--- config.mk ---
export PLATFORM = sky130hd
export DESIGN_NAME = lcbc_scan_cell
export DESIGN_NICKNAME = d
export VERILOG_FILES = /design/src/sv/lcbc_pkg.sv /design/src/sv/lcbc_scan_cell.sv
export SDC_FILE = /design/constraint.sdc
export NUM_CORES = 1
export LEC_CHECK = 0
export ABC_AREA = 1
export BUFFER_PORTS_ARGS = -buffer_cell sky130_fd_sc_hd__buf_2
export CORE_MARGIN = 2
export CORE_UTILIZATION = 43
export CTS_BUF_LIST = sky130_fd_sc_hd__clkbuf_16
export CTS_CLUSTER_DIAMETER = 120
export DETAILED_ROUTE_END_ITERATION = 16
export PLACE_DENSITY = 0.82
export SYNTH_ARGS = -nofsm -noshare
export SYNTH_HDL_FRONTEND = slang
export SYNTH_SLANG_ARGS = --single-unit
--- constraint.sdc ---
create_clock -name clk_i -period 0.84 [get_ports clk_i]
set_input_delay 0 -clock clk_i [delete_from_list [all_inputs] [get_ports clk_i]]
set_output_delay 0 -clock clk_i [all_outputs]
set_load 0.01 [all_outputs]
--- src/sv/lcbc_pkg.sv ---
// shared types and constants for the card number check block
// no dependencies

package lcbc_pkg;

  // width of the binary card number
  localparam int unsigned DATA_W = 63;
  // input tdata width, rounded up to whole bytes
  localparam int unsigned IN_TDATA_W = 64;
  // default number of decimal digits examined
  localparam int unsigned MAX_DIGITS_DEF = 19;
  // digit count width
  localparam int unsigned CNT_W = 5;
  // width of one bcd digit
  localparam int unsigned DIG_W = 4;
  // output tdata width: brand, luhn flag, digit count
  localparam int unsigned OUT_TDATA_W = 8;

  typedef enum logic [1:0] {
    BRAND_NONE    = 2'd0,
    BRAND_FIFTEEN = 2'd1,
    BRAND_LEAD4   = 2'd2,
    BRAND_LEAD5   = 2'd3
  } brand_e;

  // running state of the digit scan, handed from cell to cell
  typedef struct packed {
    logic               found;    // leading digit seen
    logic               need_lo;  // next digit is the second leading digit
    logic [CNT_W-1:0]   count;    // significant digit count
    logic [DIG_W-1:0]   hi;       // leading digit
    logic [DIG_W-1:0]   lo;       // second leading digit
    logic [DIG_W-1:0]   sum;      // luhn sum mod 10
  } scan_t;

  typedef struct packed {
    logic [CNT_W-1:0] digit_count;
    logic             luhn_ok;
    brand_e           brand;
  } result_t;

endpackage

--- src/sv/lcbc_scan_cell.sv ---
// one digit position of the luhn sum and leading digit search
// depends on lcbc_pkg

module lcbc_scan_cell #(
  parameter int unsigned MAX_DIGITS = lcbc_pkg::MAX_DIGITS_DEF,
  parameter int unsigned POS        = 0
) (
  input  logic                                      clk_i,
  input  logic                                      rst_ni,
  input  logic                                      en_i,
  input  logic                                      valid_i,
  input  logic [MAX_DIGITS*lcbc_pkg::DIG_W-1:0]     bcd_i,
  input  logic                                      ovf_i,
  input  lcbc_pkg::scan_t                           scan_i,
  output logic                                      valid_o,
  output logic [MAX_DIGITS*lcbc_pkg::DIG_W-1:0]     bcd_o,
  output logic                                      ovf_o,
  output lcbc_pkg::scan_t                           scan_o
);

  localparam int unsigned BcdW   = MAX_DIGITS * lcbc_pkg::DIG_W;
  localparam bit          IsTop  = (POS == MAX_DIGITS - 1);
  localparam bit          IsOdd  = (POS % 2 == 1);
  localparam logic [lcbc_pkg::CNT_W-1:0] PosCount = lcbc_pkg::CNT_W'(POS + 1);

  logic                        valid_q;
  logic [BcdW-1:0]             bcd_q;
  logic                        ovf_q;
  lcbc_pkg::scan_t             scan_q, scan_d;
  logic [lcbc_pkg::DIG_W-1:0]  dig;
  logic [lcbc_pkg::DIG_W:0]    term;
  logic [lcbc_pkg::DIG_W:0]    acc;
  logic                        lead_here;

  always_comb begin
    dig  = bcd_i[POS*lcbc_pkg::DIG_W +: lcbc_pkg::DIG_W];
    term = {1'b0, dig};
    // doubled position: 2d, minus 9 when two digits
    if (IsOdd) begin
      term = {dig, 1'b0};
      if (term >= 5'd10) begin
        term = term - 5'd9;
      end
    end
    acc = {1'b0, scan_i.sum} + term;
    if (acc >= 5'd10) begin
      acc = acc - 5'd10;
    end
    // on overflow the top examined position counts as leading
    lead_here = !scan_i.found && ((dig != '0) || (IsTop && ovf_i));

    scan_d     = scan_i;
    scan_d.sum = acc[lcbc_pkg::DIG_W-1:0];
    if (lead_here) begin
      scan_d.found   = 1'b1;
      scan_d.need_lo = 1'b1;
      scan_d.count   = PosCount;
      scan_d.hi      = dig;
    end else if (scan_i.need_lo) begin
      scan_d.need_lo = 1'b0;
      scan_d.lo      = dig;
    end
  end

  always_ff @(posedge clk_i or negedge rst_ni) begin
    if (!rst_ni) begin
      valid_q <= 1'b0;
    end else if (en_i) begin
      valid_q <= valid_i;
    end
  end

  always_ff @(posedge clk_i) begin
    if (en_i) begin
      bcd_q  <= bcd_i;
      ovf_q  <= ovf_i;
      scan_q <= scan_d;
    end
  end

  assign valid_o = valid_q;
  assign bcd_o   = bcd_q;
  assign ovf_o   = ovf_q;
  assign scan_o  = scan_q;

endmodule

==> impl_results.md <==
- Die area: between 8000 and 9000 um2
- EDFF count, synth: 96
- Die X: between 90 and 100 um
- Failing checks: setup timing
- Clock Path Buffers: 2
- Setup WS pre-CTS: -0.829 ns
- Initial drt markers: approximately 150
- Hold slack final: between 0.01 and 0.015 ns
- Synthesis Warnings: 0
- Starting Density: 0.439
- Routed WL per cell: 16.9 um
- Max VDD drop: approximately 0.95 mV
- Rows: 32
- CTS Buf Count: 9
- #FFs+latches synth: 97
- Arrival time at the worst endpoint: between 1 and 1.5 ns
- Data required, critical path: 0.93 ns
- Die Ht: 92.1 um
- Most used cells in the layout excluding fill and tap cells: buf_2 (192), edfxtp_1 (96), dlygate4sd3_1 (93)
- Tightest Hold Check Type: input port to flip-flop
- Ys async rst share: 0.0103
- Worst R2R Setup Slack: 0.11 ns
- Drt pass-1 iters: 6
- Io pins: roughly 200
- P_leak: 2.66 nW
- Fin. Hold Viols: 0
- PortBufs: 196
- Post-synthesis cell count: approximately 180
- Seq/Total Area, Yosys: 0.871
- Gpl congestion: 0.816
- Largest cells by area after synthesis: edfxtp_1 (86%), nand2_1 (2.5%), ha_1 (1.9%)
- Synth Cell Area: approximately 3300 um2
- H-Tree Level Count: 3
- Max FO, Critical Path: 3
- Setup ws final: -0.419 ns
- First-pass GRT wire length: 14.8 mm
- Clk slew on worst S/H paths: approximately 0.07 ns
- RSZ-0062 raised after global routing: yes
- Vias: between 2000 and 3000
- Syn Nets: about 280
- CTS sink count: between 90 and 100
- Unique masters post-synth: 19
- CTS Root Cell: clkbuf_16
- Clk_lat worst skew: about 0.33 ns
- Total routing usage reported by global routing: 0.236
- Largest net degree at the start of global routing: 41
- Congestion Overflow GR: 0
- Setup Skew: 0 ns
- Final cell area excluding filler cells: 5980 um2
- Avg Inst Size Synth: 18.9 um2
- Prevailing post-synth register cell: edfxtp_1
- Most common cell after layout, fill and taps aside: buf_2
- Worst slew pin tran: roughly 0.22 ns
- DP Area: about 4700 um2
- Area growth from synthesis to layout: 79.2%
- Slew Limit Headroom: 0.856
- Post-DRT Antenna Nets: 0
- Fin crit period: 1.26 ns
- Status: finished with violations
- Max Freq: between 0.7 and 0.8 GHz
- CP Launch Type: input port
- Finish-stage setup viols: a little over 60
- Fin. max-slew vios: 0
- Layout cells sized above 1: 0.519
- Yosys top cell by area: edfxtp_1
- Final nets: 608
- Vias per cell: about 4.6
- Max Cap Viol: 0
- Core area: ~7600 um2
- DRC violations left: 0
- Layout fillers: about 440
- Pwr per Cell Area: between 1500 and 2000 nW/um2
- Hpwl dp: a little under 6 mm
- CP Capture Type: flip-flop
- Vias in the first global route: about 2900
- Final Util: 0.786
- Final period util: 1.50
- Antenna violations before repair: 1
- CTS tree: built
- Setup CP Type: input port to flip-flop
- Synth top area share: 0.864
- Final WL: around 10 mm
[cells in the mapped netlist (2+ instances only)]
| master | instances |
|---|---|
| edfxtp_1 | 96 |
| ha_1 | 5 |
| inv_1 | 16 |
| inv_2 | 3 |
| nand2_1 | 22 |
| nand2_2 | 2 |
| nand2_4 | 2 |
| nand3_1 | 7 |
| nor2_1 | 6 |
| o21ai_0 | 5 |
| o21ai_1 | 5 |
[state kept, by name, indices dropped and copies added (netlist names)]
register / flops
ovf_o: 1
bcd_o: 76
valid_o: 1
scan_o: 19
[worst max-delay path: stages]
cell and delay (ns):
buf_8 0.10, ha_4 0.15, fa_2 0.37, inv_2 0.08, nand2_2 0.06, nand2_2 0.09, inv_2 0.05, ha_4 0.16
nand2_2 0.08, nand3_4 0.08, nand3_2 0.07, nand2_1 0.05
[metrics by stage]
stage | TNS [ns] | power (mW) | cells
after floorplan | -1.53 | 6.50 | 177
after global placement | -4.68 | 7.34 | 496
after detailed placement | -5.35 | 7.40 | 496
after CTS | -2.23 | 11.6 | 607
after global routing | -5.36 | 12.2 | 610
final | -2.31 | 11.7 | 610
[power breakdown]
part / internal [mW] / switching (mW) / total (mW)
registers: 5.78 / 0.114 / 5.90
clock network: 2.07 / 1.84 / 3.91
logic: 0.992 / 0.931 / 1.92
[path summary, 6_finish.rpt]
| path | depth (start not counted) | endpoint | from |
|---|---|---|---|
| max | 12 | scan_o[2] | bcd_i[0] |
| min | 2 | bcd_o[1] | bcd_i[1] |
| max reg2reg | 1 | valid_o | valid_o |
| min reg2reg | 1 | valid_o | valid_o |
| max in group asynchronous | 3 | valid_o | rst_ni |
| min in group asynchronous | 3 | valid_o | rst_ni |
[cell families after synthesis]
family / after synthesis / share of synthesized area
compound gates: 11 / 0.0165
fa+ha+maj: 6 / 0.0247
buf+inv: 20 / 0.0232
flops: 97 / 0.871
mux: 1 / 0.00337
simple gates: 42 / 0.0611
[routing by layer]
metal / global-route usage / share of wire / vias to the layer above / wire length [um]
met3: 0.0518 / 0.061 / 22 / 634
met2: 0.474 / 0.57 / 153 / 5910
li1: - / - / 1298 / -
met1: 0.228 / 0.34 / 1325 / 3480
met5: 0 / 0 / - / 0
met4: 0.0933 / 0.030 / 0 / 305
[repair_timing]
item,4_1_cts,5_1_grt
hold buffers,93,0
pin swaps,9,7
endpoints found under the setup margin,66,100
hold endpoints to repair,91,0
resized for setup,6,10
cloned,0,0
setup buffers,2,2
[final cells by class]
class	count	area [um2]	area share
repair buffers	314	2150	0.360
clock buffers	9	225	0.0377
multi-input cells	60	420	0.0703
clock inverters	7	63.8	0.0107
well taps	102	128	0.0213
flip-flops and latches	97	2910	0.486
inverters	20	80.1	0.0134
diodes	1	2.50	0.000418
No activity file was read; power rests on OpenSTA's default activity.
