$ cat src/sv/lcbc_pkg.sv
// shared types and constants for the card number check block
// no dependencies

package lcbc_pkg;

  // width of the binary card number
  localparam int unsigned DATA_W = 63;
  // input tdata width, rounded up to whole bytes
  localparam int unsigned IN_TDATA_W = 64;
  // default number of decimal digits examined
  localparam int unsigned MAX_DIGITS_DEF = 19;
  // digit count width
  localparam int unsigned CNT_W = 5;
  // width of one bcd digit
  localparam int unsigned DIG_W = 4;
  // output tdata width: brand, luhn flag, digit count
  localparam int unsigned OUT_TDATA_W = 8;

  typedef enum logic [1:0] {
    BRAND_NONE    = 2'd0,
    BRAND_FIFTEEN = 2'd1,
    BRAND_LEAD4   = 2'd2,
    BRAND_LEAD5   = 2'd3
  } brand_e;

  // running state of the digit scan, handed from cell to cell
  typedef struct packed {
    logic               found;    // leading digit seen
    logic               need_lo;  // next digit is the second leading digit
    logic [CNT_W-1:0]   count;    // significant digit count
    logic [DIG_W-1:0]   hi;       // leading digit
    logic [DIG_W-1:0]   lo;       // second leading digit
    logic [DIG_W-1:0]   sum;      // luhn sum mod 10
  } scan_t;

  typedef struct packed {
    logic [CNT_W-1:0] digit_count;
    logic             luhn_ok;
    brand_e           brand;
  } result_t;

endpackage

$ cat src/sv/lcbc_dabble_cell.sv
// one shift-and-add-3 step of the binary to bcd conversion
// depends on lcbc_pkg

module lcbc_dabble_cell #(
  parameter int unsigned MAX_DIGITS = lcbc_pkg::MAX_DIGITS_DEF
) (
  input  logic                                      clk_i,
  input  logic                                      rst_ni,
  input  logic                                      en_i,
  input  logic                                      valid_i,
  input  logic [lcbc_pkg::DATA_W-1:0]               bin_i,
  input  logic [MAX_DIGITS*lcbc_pkg::DIG_W-1:0]     bcd_i,
  input  logic                                      ovf_i,
  output logic                                      valid_o,
  output logic [lcbc_pkg::DATA_W-1:0]               bin_o,
  output logic [MAX_DIGITS*lcbc_pkg::DIG_W-1:0]     bcd_o,
  output logic                                      ovf_o
);

  localparam int unsigned BcdW = MAX_DIGITS * lcbc_pkg::DIG_W;

  logic                           valid_q;
  logic [lcbc_pkg::DATA_W-1:0]    bin_q, bin_d;
  logic [BcdW-1:0]                bcd_q, bcd_d;
  logic                           ovf_q, ovf_d;
  logic [BcdW-1:0]                corr;

  // add 3 to every digit of 5 or more, all digits in parallel
  always_comb begin
    for (int i = 0; i < MAX_DIGITS; i++) begin
      if (bcd_i[i*lcbc_pkg::DIG_W +: lcbc_pkg::DIG_W] >= 4'd5) begin
        corr[i*lcbc_pkg::DIG_W +: lcbc_pkg::DIG_W] =
          bcd_i[i*lcbc_pkg::DIG_W +: lcbc_pkg::DIG_W] + 4'd3;
      end else begin
        corr[i*lcbc_pkg::DIG_W +: lcbc_pkg::DIG_W] =
          bcd_i[i*lcbc_pkg::DIG_W +: lcbc_pkg::DIG_W];
      end
    end
    bcd_d = {corr[BcdW-2:0], bin_i[lcbc_pkg::DATA_W-1]};
    bin_d = {bin_i[lcbc_pkg::DATA_W-2:0], 1'b0};
    // a bit carried out of the top digit means more digits than examined
    ovf_d = ovf_i | corr[BcdW-1];
  end

  always_ff @(posedge clk_i or negedge rst_ni) begin
    if (!rst_ni) begin
      valid_q <= 1'b0;
    end else if (en_i) begin
      valid_q <= valid_i;
    end
  end

  always_ff @(posedge clk_i) begin
    if (en_i) begin
      bin_q <= bin_d;
      bcd_q <= bcd_d;
      ovf_q <= ovf_d;
    end
  end

  assign valid_o = valid_q;
  assign bin_o   = bin_q;
  assign bcd_o   = bcd_q;
  assign ovf_o   = ovf_q;

endmodule

$ cat config.mk
export PLATFORM = sky130hd
export DESIGN_NAME = lcbc_dabble_cell
export DESIGN_NICKNAME = d
export VERILOG_FILES = /design/src/sv/lcbc_pkg.sv /design/src/sv/lcbc_dabble_cell.sv
export SDC_FILE = /design/constraint.sdc
export NUM_CORES = 1
export LEC_CHECK = 0
export ABC_AREA = 1
export BUFFER_PORTS_ARGS = -buffer_cell sky130_fd_sc_hd__buf_4
export CAP_MARGIN = 20
export CORE_UTILIZATION = 45
export CTS_BUF_LIST = sky130_fd_sc_hd__clkbuf_8 sky130_fd_sc_hd__clkbuf_16
export DETAILED_ROUTE_END_ITERATION = 8
export GPL_ROUTABILITY_DRIVEN = 0
export HOLD_SLACK_MARGIN = 0.03
export PLACE_DENSITY = 0.77
export SLEW_MARGIN = 20
export SYNTH_ARGS = -nofsm -noshare
export SYNTH_HDL_FRONTEND = slang
export SYNTH_SLANG_ARGS = --single-unit
export TNS_END_PERCENT = 30
$ cat constraint.sdc
create_clock -name clk_i -period 0.8 [get_ports clk_i]
set_input_delay 0.08 -clock clk_i [delete_from_list [all_inputs] [get_ports clk_i]]
set_output_delay 0.08 -clock clk_i [all_outputs]
set_load 0.02 [all_outputs]
==> results.py <==
metrics = {
    "synth": {
        "synth_top_area_cell": "edfxtp_1",
        "synth.cells.most_frequent": "edfxtp_1, nand2_1, inv_1",
        "synthTopCellsByArea": "edfxtp_1, ha_1, nand2_1",
        "synth-seq-cells": 140,
        "synth_cell_type_count": 17,
        "ys_warn_count": 0,
        "post-synth-top-count-cell": "edfxtp_1",
        "yosysTopAreaCellShare_pct": 64.8,
        "postSynth.asyncResetShare_pct": 0.714,
        "syn_inst": 554,
        "syn_avg_cell_area_um2": 11.6,
        "ys_seq_area_share_pct": 65.1,
        "synth_ff_type": "edfxtp_1",
        "syn_nets": 736,
        "synth_area_um2": 6450,
        "synth_edf_count": 139,
    },
    "route": {
        "wl_per_cell_um": 19.0,
        "ant_nets": 0,
        "drtPass1Iterations": 5,
        "wl_um": 23000,
        "vias": 6253,
        "drc": 0,
        "dr.first_iter.drc_count": 455,
        "vias_per_cell": 5.15,
    },
    "power_and_ir_drop": {
        "peakVddDrop_uv": 1270,
        "p_per_area_nw_per_um2": 1840,
        "leakage_nw": 5.39,
    },
    "timing": {
        "finalCritPeriodShare_pct": 142,
        "slew_violations": 0,
        "rsz0062_at_grt": "true",
        "setup-violations-final": 142,
        "setup_ws_ns": -0.336,
        "holdWs_ns": 0.0379,
        "fmax_mhz": 880,
        "fin_skew_ns": 0,
        "fin_crit_ns": 1.14,
        "hold_viol": 0,
    },
    "final_layout": {
        "syn2layout_area_growth_pct": 84.8,
        "multi_input_area_um2": 2170,
        "fillers": 617,
        "fin_cells": 1213,
        "drive_above_1_share_pct": 45.3,
        "regArea_um2": 4200,
        "final_nets": 1204,
    },
    "outcome": {
        "status": "complete, but fails checks",
        "violations": "negative setup slack",
    },
    "global_route": {
        "gr-usage-all-layers_pct": 31.3,
        "grt_max_degree": 36,
        "grt-ovfl-total": 0,
        "grt_antenna_before_repair": 1,
        "grt_first_pass_wirelength_um": 34300,
        "grt_pass1_vias": 6736,
    },
    "die": {
        "start_util_pct": 46.3,
        "fp.dieH_um": 122,
        "dieArea_um2": 14800,
        "core_area_um2": 13900,
        "die_w_um": 122,
        "num_io_pins": 285,
        "rows": 43,
    },
    "worst_setup_path": {
        "reg2regPathDepth": 1,
        "cp.arrival_ns": 1.06,
        "path_delay_family": "flip-flops",
        "path_cells": "buf_6",
        "path_max_fanout": 1,
        "cp.depth": 1,
        "endpoint_kind": "output port",
        "startpoint_type": "flip-flop",
        "slowest_delay_ns": 0.47,
        "path_buf_inv": 1,
        "crit_type": "reg2out",
        "crit_path_top_delay_cell": "edfxtp_1",
        "required_ns": 0.72,
    },
    "clock_tree": {
        "ctsLongestPathBuffers": 2,
        "cts_setup_buffers": 0,
        "cts_buffers": 17,
        "htreeDepth": 4,
        "clkSlewWorstSetupHoldPaths_ns": 0.06,
        "cts_tree": "yes",
        "clock_latency_ns": 0.42,
        "cts-root-buf": "clkbuf_16",
        "clock-sinks": 140,
    },
    "worst_hold_path": {
        "hold_class": "in2reg",
        "whs_path_depth": 2,
    },
    "placement": {
        "hpwl_um": 13700,
        "placed_cells": 1072,
        "port_buffers": 283,
    },
    "flow_run": {
        "max-cap-violations": 0,
    },
}
power by group:
part	switching, mW	leakage [nW]	internal [mW]	total [mW]
clock network	2.94	0.261	4.45	7.39
logic	2.63	3.76	2.68	5.31
registers	0.350	1.37	8.89	9.24
repair_timing:
item | in CTS | in global routing
pin swaps | 0 | 6
endpoints found under the hold margin | 108 | 0
setup endpoints to repair | 140 | 164
gates resized for setup | 136 | 31
gates cloned | 0 | 0
hold buffers | 111 | 0
logic make-up (layout without fill, tap and decap cells):
kind of cell | after synthesis | in the layout | synth area share, %
and+or+nand+nor | 178 | 178 | 12.4
adders and majority gates | 38 | 38 | 7.38
AOI/OAI and AO/OA | 104 | 104 | 9.47
buffers and inverters | 92 | 570 | 5.42
other | 1 | 2 | 0.0582
DFF | 140 | 140 | 65.1
muxes | 1 | 1 | 0.175
layout by cell type (no fill, tap or decap), types with 2 or more instances in the layout:
master,synthesis,final
a21oi_1,30,27
inv_12,0,11
dlygate4sd3_1,0,101
buf_6,0,141
nand2_1,115,107
dlymetal6s4s_1,0,10
buf_12,0,4
clkbuf_16,0,17
o21ai_0,50,46
inv_1,86,56
o21ai_4,0,4
nand2_2,5,13
o21ai_1,0,4
ha_4,0,17
nand3_1,33,33
inv_2,5,19
buf_4,1,194
o21ai_2,19,15
clkinv_1,0,4
edfxtp_1,139,139
a21oi_2,5,8
clkinvlp_4,0,2
nor2_4,10,10
nor2_1,15,15
clkinv_2,0,3
bufinv_16,0,2
inv_6,0,5
ha_1,38,21
path summary, 6_finish.rpt:
path / slack, ns / end / start
hold reg to reg: 0.53 / valid_o / valid_o
hold / removal: 0.04 / valid_o / en_i
setup / recovery: -0.34 / bin_o[43] / bin_o[43]
min in group asynchronous: 0.51 / valid_o / rst_ni
max in group asynchronous: 0.19 / valid_o / rst_ni
setup reg to reg: 0.05 / valid_o / valid_o
sequential cells by signal, summed over array words and instances, names as in the netlist:
name     count
bin_o       62
ovf_o        1
bcd_o       76
valid_o      1
per-layer routing:
metal,share of wire (%),vias to the layer above,global-route usage [%],wire [um]
li1,-,2828,-,-
met1,31,2979,28.7,7230
met2,55,367,61.0,12700
met3,8.8,79,8.33,2020
met4,4.5,0,17.7,1030
met5,0,-,0,0
metrics by stage:
stage	cell area, um^2	worst slack (ns)	power (mW)	util [%]	setup TNS (ns)
final	11900	-0.336	21.9	85.5	-32.89
after global routing	11900	-0.349	22.6	85.5	-36.18
after CTS	11800	-0.315	21.6	84.8	-33.45
after detailed placement	9670	-0.402	13.5	69.4	-19.18
after global placement	9670	-0.248	13.3	69.4	-14.93
after floorplan	6850	-0.0864	11.1	-	-1.94
layout make-up:
cell class	count	share of cell area, %
inverter	91	4.37
antenna	1	0.0210
sequential	140	35.2
timing repair buffer	450	35.8
clock inverter	12	0.914
multi-input combinational	322	18.2
tap	180	1.89
clock buffer	17	3.57
Power figures use the tool's default switching activity.
