## src/sv/lcbc_pkg.sv

```systemverilog
// shared types and constants for the card number check block
// no dependencies

package lcbc_pkg;

  // width of the binary card number
  localparam int unsigned DATA_W = 63;
  // input tdata width, rounded up to whole bytes
  localparam int unsigned IN_TDATA_W = 64;
  // default number of decimal digits examined
  localparam int unsigned MAX_DIGITS_DEF = 19;
  // digit count width
  localparam int unsigned CNT_W = 5;
  // width of one bcd digit
  localparam int unsigned DIG_W = 4;
  // output tdata width: brand, luhn flag, digit count
  localparam int unsigned OUT_TDATA_W = 8;

  typedef enum logic [1:0] {
    BRAND_NONE    = 2'd0,
    BRAND_FIFTEEN = 2'd1,
    BRAND_LEAD4   = 2'd2,
    BRAND_LEAD5   = 2'd3
  } brand_e;

  // running state of the digit scan, handed from cell to cell
  typedef struct packed {
    logic               found;    // leading digit seen
    logic               need_lo;  // next digit is the second leading digit
    logic [CNT_W-1:0]   count;    // significant digit count
    logic [DIG_W-1:0]   hi;       // leading digit
    logic [DIG_W-1:0]   lo;       // second leading digit
    logic [DIG_W-1:0]   sum;      // luhn sum mod 10
  } scan_t;

  typedef struct packed {
    logic [CNT_W-1:0] digit_count;
    logic             luhn_ok;
    brand_e           brand;
  } result_t;

endpackage

```

## src/sv/lcbc_skid.sv

```systemverilog
// output register with a one-entry skid stage
// depends on lcbc_pkg

module lcbc_skid (
  input  logic              clk_i,
  input  logic              rst_ni,
  input  logic              in_valid_i,
  input  lcbc_pkg::result_t in_data_i,
  output logic              in_ready_o,
  output logic              out_valid_o,
  output lcbc_pkg::result_t out_data_o,
  input  logic              out_ready_i
);

  logic              out_valid_q, out_valid_d;
  logic              skid_valid_q, skid_valid_d;
  lcbc_pkg::result_t out_data_q, out_data_d;
  lcbc_pkg::result_t skid_data_q, skid_data_d;
  logic              in_fire;
  logic              out_take;

  always_comb begin
    in_fire      = in_valid_i && !skid_valid_q;
    out_take     = out_valid_q && out_ready_i;
    out_valid_d  = out_valid_q;
    skid_valid_d = skid_valid_q;
    out_data_d   = out_data_q;
    skid_data_d  = skid_data_q;
    if (skid_valid_q) begin
      if (out_take) begin
        out_data_d   = skid_data_q;
        skid_valid_d = 1'b0;
      end
    end else if (in_fire) begin
      if (!out_valid_q || out_take) begin
        out_data_d  = in_data_i;
        out_valid_d = 1'b1;
      end else begin
        skid_data_d  = in_data_i;
        skid_valid_d = 1'b1;
      end
    end else if (out_take) begin
      out_valid_d = 1'b0;
    end
  end

  always_ff @(posedge clk_i or negedge rst_ni) begin
    if (!rst_ni) begin
      out_valid_q  <= 1'b0;
      skid_valid_q <= 1'b0;
    end else begin
      out_valid_q  <= out_valid_d;
      skid_valid_q <= skid_valid_d;
    end
  end

  always_ff @(posedge clk_i) begin
    out_data_q  <= out_data_d;
    skid_data_q <= skid_data_d;
  end

  assign in_ready_o  = !skid_valid_q;
  assign out_valid_o = out_valid_q;
  assign out_data_o  = out_data_q;

endmodule

```

## config.mk

```make
export PLATFORM = sky130hd
export DESIGN_NAME = lcbc_skid
export DESIGN_NICKNAME = d
export VERILOG_FILES = /design/src/sv/lcbc_pkg.sv /design/src/sv/lcbc_skid.sv
export SDC_FILE = /design/constraint.sdc
export NUM_CORES = 1
export LEC_CHECK = 0
export ABC_AREA = 1
export BUFFER_PORTS_ARGS = -buffer_cell sky130_fd_sc_hd__buf_4
export CORE_UTILIZATION = 47
export DETAILED_ROUTE_END_ITERATION = 12
export PLACE_DENSITY_LB_ADDON = 0.12
export SKIP_LAST_GASP = 1
export SYNTH_ARGS = -nofsm -noshare
export SYNTH_HDL_FRONTEND = slang
export SYNTH_SLANG_ARGS = --single-unit
```

## constraint.sdc

```tcl
create_clock -name clk_i -period 1.7 [get_ports clk_i]
set_input_delay 0 -clock clk_i [delete_from_list [all_inputs] [get_ports clk_i]]
set_output_delay 0 -clock clk_i [all_outputs]
set_load 0.03 [all_outputs]
```

==> results of run 1 <==
-- per-stage QoR --
| step | power [W] | hold slack, ns | cells | util (%) | setup slack [ns] |
|---|---|---|---|---|---|
| floorplan | 0.00111 | -0.296 | 59 | - | 0.327 |
| global placement | 0.00131 | -0.216 | 95 | 64.9 | 0.275 |
| detailed placement | 0.00133 | -0.214 | 95 | 64.9 | 0.236 |
| CTS | 0.00156 | 0.000972 | 111 | 75.7 | 0.220 |
| global route | 0.00166 | 0.000822 | 111 | 75.7 | 0.160 |
| finish | 0.00156 | 0.0185 | 111 | 75.7 | 0.258 |
-- kinds of logic after synthesis --
kind of cell,Yosys count
simple gates,34
buf+inv,6
compound gates,1
flops,18
-- per-layer routing --
layer | GRT usage, % | vias up | routed length (um)
li1 | - | 265 | -
met1 | 28.3 | 252 | 604
met2 | 38.5 | 20 | 782
met3 | 7.07 | 2 | 77
met4 | 12.5 | 0 | 12
met5 | 0 | - | 0
-- final timing paths --
check	startpoint	endpoint	slack, ns	depth (start not counted)
max reg2reg	skid_valid_q	out_data_o[2]	0.26	3
min	rst_ni	out_valid_o	0.02	2
min reg2reg	skid_data_q[6]	out_data_o[6]	0.55	2
max in group asynchronous	rst_ni	skid_valid_q	1.05	3
max	skid_valid_q	out_data_o[2]	0.26	3
min in group clk_i	in_data_i[6]	skid_data_q[6]	0.43	2
-- area by class of cell --
class / instances / share of cell area [%]
Tap cell: 15 / 1.84
Sequential cell: 18 / 51.9
Clock inverter: 1 / 0.367
Timing Repair Buffer: 34 / 27.9
Clock buffer: 3 / 2.20
Multi-Input combinational cell: 35 / 14.0
Inverter: 5 / 1.84
-- cell usage after synthesis --
cell	instances
inv_1	3
nand2_2	1
dfrtp_1	2
buf_6	1
nor2_2	1
a21oi_2	1
edfxtp_1	16
nand2_1	30
nand3_1	1
nor2_1	1
inv_2	2
-- flip-flops by register name (all words and copies together), names as in the netlist --
name and cells:
skid_data_q 8, out_data_o 8, skid_valid_q 1, out_valid_o 1
-- where the power goes --
| group | internal (W) | leakage [nW] | switching (W) |
|---|---|---|---|
| Combinational | 0.000221 | 0.280 | 0.000400 |
| Sequential | 0.000644 | 0.174 | 0.0000805 |
| Clock | 0.0000854 | 0.0154 | 0.000129 |
| Total | 0.000951 | 0.469 | 0.000609 |
==> results.py, run 1 <==
metrics = {
    "floorplanning": {
        "core_mm2": 0.00135,
        "die_area_mm2": 0.00165,
        "die_h_um": 40.7,
        "std_cell_rows": 13,
        "ios": 22,
        "start_util_pct": 52.1,
        "die_w_um": 40.7,
    },
    "final_layout": {
        "num-nets-final": 109,
        "fillers": 87,
        "area_delta_synth_final_pct": 45.4,
        "seqCellArea_um2": 531,
        "drive_above_1_share_pct": 31.3,
        "layout_commonest_cell": "nand2_1",
        "final_cell_mix": "nand2_1 (30), buf_4 (22), edfxtp_1 (16)",
        "fin_area_mm2": 0.00102,
        "antenna_cells": 0,
        "multi_input_area_um2": 143,
    },
    "detailed_routing": {
        "vias": 539,
        "post_drt_via_cell_ratio": 4.86,
        "drc": 0,
        "dr.pass1.iters": 4,
        "drt-initial-drc-count": 17,
        "drt.antenna.violating_nets": 0,
        "wl_mm": 1.48,
        "wl_per_cell_um": 13.3,
    },
    "clock_network": {
        "clkTransAtPathRegs_ns": 0.10,
        "cts_resized": 0,
        "numCtsBuffers": 3,
        "tritoncts": "built",
        "clockRootBuffer": "clkbuf_4",
        "ctsLongestPathBuffers": 2,
        "cts_setup_buffers": 0,
        "cts_sinks": 18,
        "worstSkewPairLatency_ns": 0.29,
        "htreeDepth": 1,
        "cts_hold_buf": 12,
    },
    "worst_setup_path": {
        "slowest_delay_ns": 0.53,
        "start_kind": "register",
        "critPathBufInv": 1,
        "cp-end-kind": "register",
        "required_ns": 1.65,
        "cp_max_fo": 12,
        "crit_family": "flip-flops",
        "cpMaxStageDelayCell": "dfrtp_1",
        "crit_chain": "inv_2 -> nand2_1 -> a21oi_2",
        "critPathKind": "reg -> reg",
        "cp.arrival_ns": 1.39,
    },
    "synthesis": {
        "avgSynthCellArea_um2": 11.9,
        "synth_compound_area_share_pct": 1.25,
        "netlist_area_um2": 703,
        "synth.largest_area_cell": "edfxtp_1",
        "synth_cell_types": 11,
        "synth_top_family_by_area": "simple AND/OR/NAND/NOR gates",
        "synth_nets": 71,
        "synth_top_area_share_pct": 68.3,
        "muxShareOfSynthArea_pct": 0,
        "synth-seq-cells": 18,
        "ys_warn_count": 0,
        "yosys.area_share.simple_pct": 19.0,
        "synthAdderAreaFrac_pct": 0,
        "synthCells": 59,
        "yosysSeqAreaShare_pct": 75.4,
        "synthXorXnorAreaFrac_pct": 0,
        "ys_top_cells_by_area": "edfxtp_1 (68%), nand2_1 (16%), dfrtp_1 (7.1%)",
    },
    "sta": {
        "hold_viol": 0,
        "clock_skew_ns": 0.00285,
        "report.final.slew_viol_count": 0,
        "period_share_pct": 84.8,
        "fmax_mhz": 693,
        "min_period_ns": 1.44,
        "finalSetupTns_ns": 0,
        "setup_viol": 0,
        "rsz0062_at_grt": "no",
        "slew_headroom_pct": 70.3,
        "tightest_slew_ns": 0.445,
    },
    "pwr": {
        "leakage_nw": 0.469,
        "vdd_ir_drop_max_v": 0.000875,
        "power_density_mw_per_mm2": 1530,
    },
    "global_routing": {
        "grt_pass1_vias": 534,
        "grt_pass1_wl_mm": 2.33,
        "grt_use_total_pct": 23.7,
        "antenna_found_initial": 0,
        "grt_max_degree": 13,
        "overflow": 0,
    },
    "outcome": {
        "run_status": "complete, no violations",
    },
    "min_path": {
        "hp-class": "in -> async",
    },
    "place": {
        "finalWeightedCongestion": 0.707,
        "io_buffers": 21,
        "placed_area_um2": 876,
    },
    "job": {
        "maxCapViolCount": 0,
    },
}
(Power assumes the default switching activity.)
==> run 2: changes to the inputs <==
--- a/config.mk
+++ b/config.mk
@@ -5,7 +5,7 @@
 export SDC_FILE = /design/constraint.sdc
 export NUM_CORES = 1
 export LEC_CHECK = 0
-export ABC_AREA = 1
+export ABC_AREA = 0
 export BUFFER_PORTS_ARGS = -buffer_cell sky130_fd_sc_hd__buf_4
 export CORE_UTILIZATION = 47
 export DETAILED_ROUTE_END_ITERATION = 12
==> constraint.sdc (replaced) <==
create_clock -name clk_i -period 1.5 [get_ports clk_i]
set_input_delay 0 -clock clk_i [delete_from_list [all_inputs] [get_ports clk_i]]
set_output_delay 0 -clock clk_i [all_outputs]
set_load 0.03 [all_outputs]
==> run 2 against run 1 <==
  * The run now ends with negative hold slack left
  * Total power grew 27%
  * Non-clock buffer count grew 3
  * Sequential power grew 10%
  * Synthesized cell count shrank 37%
  * Synthesized area grew 2.0%
  * Critical path type unchanged
==> results.py, run 2 <==
metrics = {
    "outcome": {
        "run_status": "complete, but fails checks",
        "violations": "negative hold slack",
    },
    "final_layout": {
        "final_cell_mix": "buf_4 (27), edfxtp_1 (16), dlygate4sd3_1 (10)",
        "fin_util_pct": 78.2,
        "layout_commonest_cell": "buf_4",
        "fin_area_mm2": 0.00107,
        "area_delta_synth_final_pct": 49.0,
        "antenna_cells": 0,
        "layout.cells.non_filler": 92,
        "num-nets-final": 90,
        "drive_above_1_share_pct": 53.2,
    },
    "synthesis": {
        "synth.largest_area_cell": "edfxtp_1",
        "synth_top_area_share_pct": 67.0,
        "avgSynthCellArea_um2": 19.4,
        "ys_warn_count": 0,
        "synth_cell_types": 14,
        "yosysSeqAreaShare_pct": 74.0,
        "synthFlopType": "edfxtp_1",
        "synthCells": 37,
        "synth_edf_count": 16,
        "synth_nets": 49,
        "ys_top_cells_by_area": "edfxtp_1 (67%), mux2_4 (15%), dfrtp_1 (7.0%)",
        "netlist_area_um2": 717,
        "yosysMostFrequentCell": "edfxtp_1",
        "synth_commonest_cells": "edfxtp_1 (16), mux2_4 (7), a21oi_1 (2), dfrtp_1 (2)",
        "async_flop_share_pct": 11.1,
        "synth-seq-cells": 18,
    },
    "sta": {
        "hold_viol": 1,
        "clock_skew_ns": 0.00222,
        "fmax_mhz": 760,
        "slew_headroom_pct": 86.8,
        "holdWs_ns": -0.00608,
        "rsz0062_at_grt": "no",
        "period_share_pct": 87.8,
        "setup_viol": 0,
        "finalSetupTns_ns": 0,
        "min_period_ns": 1.32,
        "report.final.slew_viol_count": 0,
        "tightest_slew_ns": 0.198,
    },
    "global_routing": {
        "grt_pass1_vias": 496,
        "antenna_found_initial": 0,
        "grt_use_total_pct": 23.2,
        "grt_pass1_wl_mm": 2.28,
        "overflow": 0,
        "grt_max_degree": 11,
    },
    "detailed_routing": {
        "wl_mm": 1.54,
        "drt.antenna.violating_nets": 0,
        "dr.pass1.iters": 4,
        "drc": 0,
        "wl_per_cell_um": 16.7,
        "drt-initial-drc-count": 6,
        "post_drt_via_cell_ratio": 5.00,
        "vias": 460,
    },
    "pwr": {
        "power_density_mw_per_mm2": 1860,
        "vdd_ir_drop_max_v": 0.00113,
        "leakage_nw": 0.454,
    },
    "floorplanning": {
        "die_area_mm2": 0.00169,
        "die_w_um": 41.1,
        "die_h_um": 41.1,
        "std_cell_rows": 13,
        "ios": 22,
        "start_util_pct": 52.5,
        "core_mm2": 0.00137,
    },
    "place": {
        "io_buffers": 21,
        "dpl.hpwl_mm": 1.12,
        "dp.cells": 78,
        "finalWeightedCongestion": 0.754,
        "placed_area_um2": 932,
    },
    "worst_setup_path": {
        "cp.arrival_ns": 1.34,
        "ff2ff_path_depth": 3,
        "cp-end-kind": "register",
        "start_kind": "register",
        "critPathKind": "reg -> reg",
        "cp_max_fo": 6,
        "required_ns": 1.52,
    },
    "clock_network": {
        "tritoncts": "built",
        "cts_sinks": 18,
        "clkTransAtPathRegs_ns": 0.10,
        "numCtsBuffers": 3,
        "cts_setup_buffers": 0,
        "worstSkewPairLatency_ns": 0.29,
        "clockRootBuffer": "clkbuf_4",
        "htreeDepth": 1,
        "ctsLongestPathBuffers": 2,
    },
    "min_path": {
        "hold_depth": 3,
        "hp-class": "in -> reg",
    },
    "job": {
        "maxCapViolCount": 0,
    },
}
-- run 2: cell count changes after synthesis, moves of 2 or more --
cell     change
a21oi_1      +2
inv_1        -2
nand2_1     -29
mux2_4       +7
-- run 2: repair_timing --
| action | 4_1_cts | 5_1_grt |
|---|---|---|
| gates resized for setup | 0 | 0 |
| hold buffers | 10 | 0 |
| endpoints found under the hold margin | 11 | 0 |
-- run 2: layout make-up --
cell class	instances	area, um^2
flip-flops and latches	18	531
multi-input cells	16	173
fillers	80	298
clock buffers	4	36.3
repair buffers	37	303
inverters	2	7.51
well taps	15	18.8
-- run 2: final timing paths --
check	from	to	slack, ns
worst max-delay path	skid_valid_q	skid_data_q[6]	0.18
worst min-delay path	in_valid_i	skid_valid_q	-0.006
worst max register to register	skid_valid_q	skid_data_q[6]	0.18
worst min register to register	skid_data_q[1]	out_data_o[1]	0.56
max in group asynchronous	rst_ni	out_valid_o	1.38
min in group asynchronous	rst_ni	skid_valid_q	0.03
-- run 2: cell families after synthesis --
| logic type | count (synthesis) | share of synthesized area (%) |
|---|---|---|
| simple gates | 4 | 2.97 |
| compound gates | 4 | 4.19 |
| flops | 18 | 74.0 |
| buf+inv | 3 | 2.62 |
| mux | 8 | 16.2 |
-- run 2: layer usage --
layer / vias to the layer above / wire length, um / share of wire [%] / track usage [%]
met5: - / 0 / 0 / 0
met4: 0 / 36 / 2.3 / 12.5
met3: 5 / 57 / 3.7 / 5.98
met2: 20 / 864 / 56 / 41.0
met1: 216 / 578 / 38 / 24.8
li1: 219 / - / - / -
-- run 2: worst max-delay path: stages (launching register included) --
cell,delay [ns]
dfrtp_1,0.45
nand2b_1,0.22
nor3_2,0.18
buf_4,0.19
-- run 2: stage by stage --
| stage | power [W] | worst slack, ns |
|---|---|---|
| 2_1_floorplan | 0.00134 | 0.0314 |
| 3_3_place_gp | 0.00162 | 0.296 |
| 3_5_place_dp | 0.00168 | 0.216 |
| 4_1_cts | 0.00199 | 0.200 |
| 5_1_grt | 0.00208 | 0.112 |
| 6_report | 0.00199 | 0.184 |
-- run 2: power by group --
part	internal, W	total (W)	leakage (nW)	switching (W)
Clock	0.000148	0.000297	0.0210	0.000149
Sequential	0.000729	0.000800	0.172	0.0000713
Combinational	0.000405	0.000891	0.260	0.000486
Total	0.00128	0.00199	0.454	0.000706
